$ cat src/hw/rtl/bfsa_pkg.sv
`timescale 1ns / 1ps

package bfsa_pkg;

	// Table geometry and field widths.
	localparam int SEG_DEPTH = 64;
	localparam int IDX_W = $clog2(SEG_DEPTH);
	localparam int CNT_W = $clog2(SEG_DEPTH + 1);
	localparam int SIZE_W = 16;
	localparam int ID_W = 8;

	// Disk size after reset.
	localparam logic [SIZE_W-1:0] RESET_DISK = SIZE_W'(1000);

	// Result status codes.
	localparam logic [1:0] STATUS_DONE = 2'd0;
	localparam logic [1:0] STATUS_NOFIT = 2'd1;
	localparam logic [1:0] STATUS_FULL = 2'd2;

	// Request kinds.
	localparam logic KIND_CREATE = 1'b0;
	localparam logic KIND_DELETE = 1'b1;

	// One segment table entry; owner zero marks a free segment.
	typedef struct packed {
		logic [ID_W-1:0]   owner;
		logic [SIZE_W-1:0] start;
		logic [SIZE_W-1:0] size;
	} seg_entry_t;

	// Write port request toward the segment memory.
	typedef struct packed {
		logic              we;
		logic [IDX_W-1:0]  addr;
		seg_entry_t        data;
	} seg_wr_t;

endpackage

$ cat src/hw/rtl/best_fit_segment_allocator_core.sv
`timescale 1ns / 1ps
// Requests are taken one at a time: a new request stalls until the last
// result has been taken. The segment memory is swept once for a scan, once
// more for an entry shift when a create splits a segment, and once for a delete.
// Reset (arst_n low) sets the disk size to 1000 with one free segment;
// a disk size write restores a one-segment table of the written size at once.
module best_fit_segment_allocator_core (
	input  logic                           clk,
	input  logic                           arst_n,
	input  logic                           cfg_we,
	input  logic [bfsa_pkg::SIZE_W-1:0]    cfg_wdata,
	input  logic                           in_valid,
	output logic                           in_stall,
	input  logic                           kind,
	input  logic [bfsa_pkg::ID_W-1:0]      file_id,
	input  logic [bfsa_pkg::SIZE_W-1:0]    file_size,
	output logic                           out_valid,
	input  logic                           out_stall,
	output logic [1:0]                     status,
	output logic [bfsa_pkg::SIZE_W-1:0]    free_total
);

	typedef enum logic [6:0] {
		ST_IDLE    = 7'b0000001,
		ST_SCAN    = 7'b0000010,
		ST_DECIDE  = 7'b0000100,
		ST_SHIFT   = 7'b0001000,
		ST_TAIL    = 7'b0010000,
		ST_DEL     = 7'b0100000,
		ST_DEL_END = 7'b1000000
	} state_t;

	state_t                          state_q;
	logic [bfsa_pkg::SIZE_W-1:0]     disk_q;
	logic [bfsa_pkg::SIZE_W-1:0]     free_q;
	logic [bfsa_pkg::CNT_W-1:0]      seg_count_q;
	logic                            v0_q;
	logic [bfsa_pkg::ID_W-1:0]       req_id_q;
	logic [bfsa_pkg::SIZE_W-1:0]     req_size_q;
	logic [bfsa_pkg::CNT_W-1:0]      iss_q;
	logic                            rd_vld_s1;
	logic [bfsa_pkg::IDX_W-1:0]      rd_idx_s1;
	logic                            rd_v0_s1;
	logic                            found_q;
	logic [bfsa_pkg::IDX_W-1:0]      best_idx_q;
	bfsa_pkg::seg_entry_t            best_q;
	logic                            matched_q;
	bfsa_pkg::seg_entry_t            pend_q;
	logic                            pend_vld_q;
	logic [bfsa_pkg::IDX_W-1:0]      wr_idx_q;
	logic                            out_valid_q;
	logic [1:0]                      status_q;

	logic                            rd_issue;
	logic [bfsa_pkg::IDX_W-1:0]      raddr;
	bfsa_pkg::seg_entry_t            ram_rdata;
	bfsa_pkg::seg_entry_t            rd_eff;
	bfsa_pkg::seg_entry_t            del_ent;
	logic                            del_match;
	logic                            del_merge;
	logic                            del_flush;
	bfsa_pkg::seg_wr_t               wr;
	logic [bfsa_pkg::SIZE_W-1:0]     rest;
	logic                            split;
	logic                            fit_ok;
	logic [bfsa_pkg::CNT_W-1:0]      best_next;
	logic                            in_xfer;

	// Segment memory.
	bfsa_ram #(
		.WIDTH ($bits(bfsa_pkg::seg_entry_t)),
		.DEPTH (bfsa_pkg::SEG_DEPTH)
	) u_seg_ram (
		.clk   (clk),
		.we    (wr.we),
		.waddr (wr.addr),
		.wdata (wr.data),
		.raddr (raddr),
		.rdata (ram_rdata)
	);

	// A disk size write takes the cycle, so no request transfer goes with it.
	assign in_stall = (state_q != ST_IDLE) || out_valid_q || cfg_we;
	assign in_xfer = in_valid && !in_stall;
	assign out_valid = out_valid_q;
	assign status = status_q;
	assign free_total = free_q;

	// Entry 0 reads as the initial free segment until it is first written.
	always_comb begin
		rd_eff = ram_rdata;
		if (rd_idx_s1 == '0 && !rd_v0_s1) begin
			rd_eff.owner = '0;
			rd_eff.start = '0;
			rd_eff.size = disk_q;
		end
	end

	// Decision terms for the chosen segment.
	assign rest = best_q.size - req_size_q;
	assign split = (rest != '0);
	assign fit_ok = found_q && !(split && seg_count_q == bfsa_pkg::CNT_W'(bfsa_pkg::SEG_DEPTH));
	assign best_next = bfsa_pkg::CNT_W'(best_idx_q) + bfsa_pkg::CNT_W'(1);

	// Read issue: forward sweep for scan and delete, backward for the shift.
	always_comb begin
		rd_issue = 1'b0;
		raddr = iss_q[bfsa_pkg::IDX_W-1:0];
		case (state_q)
			ST_SCAN, ST_DEL: begin
				rd_issue = (iss_q < seg_count_q);
			end
			ST_SHIFT: begin
				rd_issue = (iss_q > best_next);
				raddr = iss_q[bfsa_pkg::IDX_W-1:0] - bfsa_pkg::IDX_W'(1);
			end
			default: begin
				rd_issue = 1'b0;
			end
		endcase
	end

	// Delete stream: free the first match, then fold adjacent free entries.
	always_comb begin
		del_ent = rd_eff;
		del_match = !matched_q && (req_id_q != '0) && (rd_eff.owner == req_id_q);
		if (del_match) begin
			del_ent.owner = '0;
		end
		del_merge = pend_vld_q && (pend_q.owner == '0) && (del_ent.owner == '0);
		del_flush = pend_vld_q && !del_merge;
	end

	// Write port selection.
	always_comb begin
		wr.we = 1'b0;
		wr.addr = best_idx_q;
		wr.data = pend_q;
		case (state_q)
			ST_DECIDE: begin
				wr.we = fit_ok;
				wr.data.owner = req_id_q;
				wr.data.start = best_q.start;
				wr.data.size = req_size_q;
			end
			ST_SHIFT: begin
				wr.we = rd_vld_s1;
				wr.addr = rd_idx_s1 + bfsa_pkg::IDX_W'(1);
				wr.data = rd_eff;
			end
			ST_TAIL: begin
				wr.we = 1'b1;
				wr.addr = best_idx_q + bfsa_pkg::IDX_W'(1);
				wr.data.owner = '0;
				wr.data.start = best_q.start + req_size_q;
				wr.data.size = rest;
			end
			ST_DEL: begin
				wr.we = rd_vld_s1 && del_flush;
				wr.addr = wr_idx_q;
			end
			ST_DEL_END: begin
				wr.we = 1'b1;
				wr.addr = wr_idx_q;
			end
			default: begin
				wr.we = 1'b0;
			end
		endcase
	end

	// Read pipeline stage.
	always_ff @(posedge clk or negedge arst_n) begin
		if (!arst_n) begin
			rd_vld_s1 <= 1'b0;
		end else begin
			rd_vld_s1 <= rd_issue;
		end
	end

	always_ff @(posedge clk) begin
		rd_idx_s1 <= raddr;
		rd_v0_s1 <= v0_q;
	end

	// Request sequencer.
	always_ff @(posedge clk or negedge arst_n) begin
		if (!arst_n) begin
			state_q <= ST_IDLE;
			disk_q <= bfsa_pkg::RESET_DISK;
			free_q <= bfsa_pkg::RESET_DISK;
			seg_count_q <= bfsa_pkg::CNT_W'(1);
			v0_q <= 1'b0;
			out_valid_q <= 1'b0;
			status_q <= bfsa_pkg::STATUS_DONE;
		end else begin
			if (out_valid_q && !out_stall) begin
				out_valid_q <= 1'b0;
			end
			if (wr.we && wr.addr == '0) begin
				v0_q <= 1'b1;
			end
			case (state_q)
				ST_IDLE: begin
					if (cfg_we) begin
						disk_q <= cfg_wdata;
						free_q <= cfg_wdata;
						seg_count_q <= bfsa_pkg::CNT_W'(1);
						v0_q <= 1'b0;
					end else if (in_xfer) begin
						if (kind == bfsa_pkg::KIND_DELETE) begin
							state_q <= ST_DEL;
						end else if (file_id == '0 || file_size == '0) begin
							status_q <= bfsa_pkg::STATUS_NOFIT;
							out_valid_q <= 1'b1;
						end else begin
							state_q <= ST_SCAN;
						end
					end
				end
				ST_SCAN: begin
					if (!rd_issue && !rd_vld_s1) begin
						state_q <= ST_DECIDE;
					end
				end
				ST_DECIDE: begin
					if (!found_q) begin
						status_q <= bfsa_pkg::STATUS_NOFIT;
						out_valid_q <= 1'b1;
						state_q <= ST_IDLE;
					end else if (!fit_ok) begin
						status_q <= bfsa_pkg::STATUS_FULL;
						out_valid_q <= 1'b1;
						state_q <= ST_IDLE;
					end else begin
						free_q <= free_q - req_size_q;
						if (split) begin
							state_q <= ST_SHIFT;
						end else begin
							status_q <= bfsa_pkg::STATUS_DONE;
							out_valid_q <= 1'b1;
							state_q <= ST_IDLE;
						end
					end
				end
				ST_SHIFT: begin
					if (!rd_issue && !rd_vld_s1) begin
						state_q <= ST_TAIL;
					end
				end
				ST_TAIL: begin
					seg_count_q <= seg_count_q + bfsa_pkg::CNT_W'(1);
					status_q <= bfsa_pkg::STATUS_DONE;
					out_valid_q <= 1'b1;
					state_q <= ST_IDLE;
				end
				ST_DEL: begin
					if (rd_vld_s1 && del_match) begin
						free_q <= free_q + rd_eff.size;
					end
					if (!rd_issue && !rd_vld_s1) begin
						state_q <= ST_DEL_END;
					end
				end
				ST_DEL_END: begin
					seg_count_q <= bfsa_pkg::CNT_W'(wr_idx_q) + bfsa_pkg::CNT_W'(1);
					status_q <= bfsa_pkg::STATUS_DONE;
					out_valid_q <= 1'b1;
					state_q <= ST_IDLE;
				end
				default: begin
					state_q <= ST_IDLE;
				end
			endcase
		end
	end

	// Request capture, sweep counters, best-fit search and delete compaction.
	always_ff @(posedge clk) begin
		if (rd_issue) begin
			iss_q <= (state_q == ST_SHIFT) ? iss_q - bfsa_pkg::CNT_W'(1)
				: iss_q + bfsa_pkg::CNT_W'(1);
		end
		case (state_q)
			ST_IDLE: begin
				req_id_q <= file_id;
				req_size_q <= file_size;
				iss_q <= '0;
				found_q <= 1'b0;
				matched_q <= 1'b0;
				pend_vld_q <= 1'b0;
				wr_idx_q <= '0;
			end
			ST_SCAN: begin
				if (rd_vld_s1 && rd_eff.owner == '0 && rd_eff.size >= req_size_q
						&& (!found_q || rd_eff.size < best_q.size)) begin
					found_q <= 1'b1;
					best_idx_q <= rd_idx_s1;
					best_q <= rd_eff;
				end
			end
			ST_DECIDE: begin
				iss_q <= seg_count_q;
			end
			ST_DEL: begin
				if (rd_vld_s1) begin
					if (del_match) begin
						matched_q <= 1'b1;
					end
					pend_vld_q <= 1'b1;
					if (del_merge) begin
						pend_q.size <= pend_q.size + del_ent.size;
					end else begin
						pend_q <= del_ent;
					end
					if (del_flush) begin
						wr_idx_q <= wr_idx_q + bfsa_pkg::IDX_W'(1);
					end
				end
			end
			default: begin
			end
		endcase
	end

	// The table never goes empty and never exceeds its depth.
	assert property (@(posedge clk) disable iff (!arst_n)
		seg_count_q != '0 && seg_count_q <= bfsa_pkg::CNT_W'(bfsa_pkg::SEG_DEPTH))
		else $error("segment count out of range");

	// A finished result waits only while the sequencer is idle.
	assert property (@(posedge clk) disable iff (!arst_n)
		out_valid_q |-> state_q == ST_IDLE)
		else $error("result pending while a request is in work");

	// Shift writes stay strictly above the chosen segment.
	assert property (@(posedge clk) disable iff (!arst_n)
		(wr.we && state_q == ST_SHIFT) |-> wr.addr > best_idx_q)
		else $error("shift write overlaps the allocated segment");

	// Compaction writes never overtake the entry being read.
	assert property (@(posedge clk) disable iff (!arst_n)
		(wr.we && state_q == ST_DEL) |-> wr.addr < rd_idx_s1)
		else $error("compaction write ahead of read");

endmodule

$ cat src/hw/rtl/bfsa_ram.sv
`timescale 1ns / 1ps

module bfsa_ram #(
	parameter int WIDTH = 8,
	parameter int DEPTH = 16
) (
	input  logic                     clk,
	input  logic                     we,
	input  logic [$clog2(DEPTH)-1:0] waddr,
	input  logic [WIDTH-1:0]         wdata,
	input  logic [$clog2(DEPTH)-1:0] raddr,
	output logic [WIDTH-1:0]         rdata
);

	logic [WIDTH-1:0] mem [DEPTH];

	// One write port and one registered read port.
	always_ff @(posedge clk) begin
		if (we) begin
			mem[waddr] <= wdata;
		end
		rdata <= mem[raddr];
	end

endmodule

$ cat config.mk
export PLATFORM = sky130hd
export DESIGN_NAME = best_fit_segment_allocator_core
export DESIGN_NICKNAME = d
export VERILOG_FILES = /design/src/hw/rtl/bfsa_pkg.sv /design/src/hw/rtl/best_fit_segment_allocator_core.sv /design/src/hw/rtl/bfsa_ram.sv
export SDC_FILE = /design/constraint.sdc
export NUM_CORES = 2
export LEC_CHECK = 0
export ABC_AREA = 1
export BUFFER_PORTS_ARGS = -buffer_cell sky130_fd_sc_hd__buf_2
export CAP_MARGIN = 5
export CORE_ASPECT_RATIO = 2
export CORE_MARGIN = 2
export CORE_UTILIZATION = 50
export DETAILED_ROUTE_END_ITERATION = 8
export GPL_ROUTABILITY_DRIVEN = 1
export PLACE_DENSITY = 0.65
export SETUP_SLACK_MARGIN = 0.05
export SLEW_MARGIN = 20
export SYNTH_ARGS = -nofsm -noshare
export SYNTH_HDL_FRONTEND = slang
export SYNTH_HIERARCHICAL = 1
export SYNTH_SLANG_ARGS = --single-unit
$ cat constraint.sdc
create_clock -name clk -period 16.16 [get_ports clk]
set_input_delay 3.232 -clock clk [delete_from_list [all_inputs] [get_ports clk]]
set_output_delay 3.232 -clock clk [all_outputs]
set_load 0.01 [all_outputs]
==> qor.csv <==
stage;metric;value;unit
sta;fin_crit_sh;44.2;%
global_routing;overflow;0;
detailed_routing;ant_nets;0;
die;dieArea;151000;um2
detailed_routing;drc;0;
sta;fmax;140;MHz
clock_tree;clockBufferDepth;4;
yosys;syn_area_per_cell;10.9;um2
clock_tree;postCtsSetupRepairBufs;0;
critical_path;critPathRequiredTime;12.93;ns
pwr;pwr_density_cell;175;nW/um2
final_layout;drive_gt1_share;8.36;%
hold_path;worstHoldStart;v0_q;
final_layout;instances_no_fill;8607;
final_layout;fillers;12256;
detailed_routing;drt-total-wl;211000;um
placement;dp_cells;8352;
yosys;syn_nets;6921;
clock_tree;clock-sinks;1704;
pwr;p_leak;0.0297;uW
critical_path;arrival;3.91;ns
global_routing;grt_usage;27.5;%
global_routing;grt_pass1_vias;49503;
sta;hold_viol;0;
die;die_h;548;um
critical_path;cp-start-kind;input pin;
sta;tightestPinTransition;1.37;ns
sta;finalSetupTns;0;ns
clock_tree;clockRootBuffer;clkbuf_16;
detailed_routing;wl_per_cell;24.5;um
clock_tree;cts_resized;0;
global_routing;grt_pass1_wl;310000;um
critical_path;reg2reg_from;state_q[0];
clock_tree;clock_latency;0.80;ns
sta;rsz0062_at_grt;false;
clock_tree;cts_made_buffers;148;
die;die_width;276;um
die;initial_utilization;50.3;%
sta;worst_hold_slack;0.387;ns
detailed_routing;drtIter0Drc;4840;
critical_path;critPathKind;in2out;
final_layout;multi_input_area;20800;um2
global_routing;grt_max_degree;211;
hold_path;hp-class;reg2reg;
global_routing;antenna_found_initial;3;
sta;slew_viol_final;0;
die;coreArea;147000;um2
sta;fin_worst_skew;0.0571;ns
yosys;synth_area;74100;um2
sta;final-setup-viol-count;0;
final_layout;layout_commonest_cell;nand2_1;
die;rows;199;
final_layout;syn_to_final_growth;8.87;%
final_layout;final_util;54.8;%
clock_tree;clk_pin_slew;0.07;ns
critical_path;cp-end-kind;output pin;
die;io_pins;66;
clock_tree;postCtsHoldBufs;0;
final_layout;final_cell_mix;nand2_1 (2119), edfxtp_1 (1622), nand3_1 (1500), inv_1 (194), clkbuf_16 (151);
placement;placement.io_buffers;65;
yosys;ys.warnings.count;6;
placement;gp_congestion;0.961;
detailed_routing;firstDrtPassIters;6;
detailed_routing;vias;50285;
status;status;finished clean;
sta;period_needed;7.14;ns
pwr;irDropWorstVdd;165;uV
job;drv_cap;0;
clock_tree;cts_tree;built;
placement;dp_hpwl;124000;um
critical_path;startpoint;cfg_we;
final_layout;ff_latch_area;50600;um2
yosys;syn_inst;6771;
final_layout;fin_nets;6743;
sta;max_slew_margin;8.96;%
detailed_routing;via_per_inst;5.84;
critical_path;crit_path_max_fanout;4;
clock_tree;cts_htree_levels;4;
-- per-stage QoR --
step           instance area [um2]  power [uW]  setup slack [ns]
2_1_floorplan                74100        9020              9.28
3_3_place_gp                 76100       10600              9.04
3_5_place_dp                 76100       10700              9.02
4_1_cts                      80600       14100              9.02
5_1_grt                      80600       14800              8.95
6_report                     80600       14100              9.02
-- final timing paths --
path	end	slack [ns]	depth (start not counted)
worst min-delay path	rd_v0_s1	0.39	0
worst max-delay path	in_stall	9.02	4
max in group asynchronous	disk_q[11]	12.96	2
worst max register to register	u_seg_ram/rdata[33]	9.81	18
min in group asynchronous	seg_count_q[1]	2.58	2
worst min register to register	rd_v0_s1	0.39	0
-- power by group --
part / switching (uW) / internal, uW
registers: 130 / 5070
clock network: 1550 / 1880
logic: 3980 / 1470
total: 5660 / 8420
-- state kept, by name (all words and copies together) (netlist names), 7 cells and up --
signal           count
pend_q              24
seg_count_q          7
iss_q                7
u_seg_ram/mem     1536
best_q              16
u_seg_ram/rdata     24
req_id_q             8
free_total          16
disk_q              16
req_size_q          16
state_q              7
-- layer usage --
| metal | track usage, % | routed length, um | vias up |
|---|---|---|---|
| met5 | 0 | 13 | - |
| met4 | 19.5 | 16400 | 2 |
| met3 | 3.06 | 13100 | 570 |
| met2 | 49.5 | 109000 | 2102 |
| met1 | 30.2 | 72700 | 24494 |
| li1 | - | - | 23117 |
-- worst max-delay path, cell delays in order --
cell     delay (ns)
buf_2          0.10
nor2_1         0.34
nand2_1        0.08
buf_2          0.15
-- area by class of cell --
| class | count | area share (%) |
|---|---|---|
| multi-input cells | 4321 | 25.8 |
| well taps | 1909 | 2.96 |
| flip-flops and latches | 1704 | 62.8 |
| inverters | 210 | 1.01 |
| clock inverters | 71 | 0.757 |
| diodes | 1 | 0.00310 |
| clock buffers | 183 | 4.86 |
| repair buffers | 208 | 1.80 |
Power figures use the tool's default switching activity.
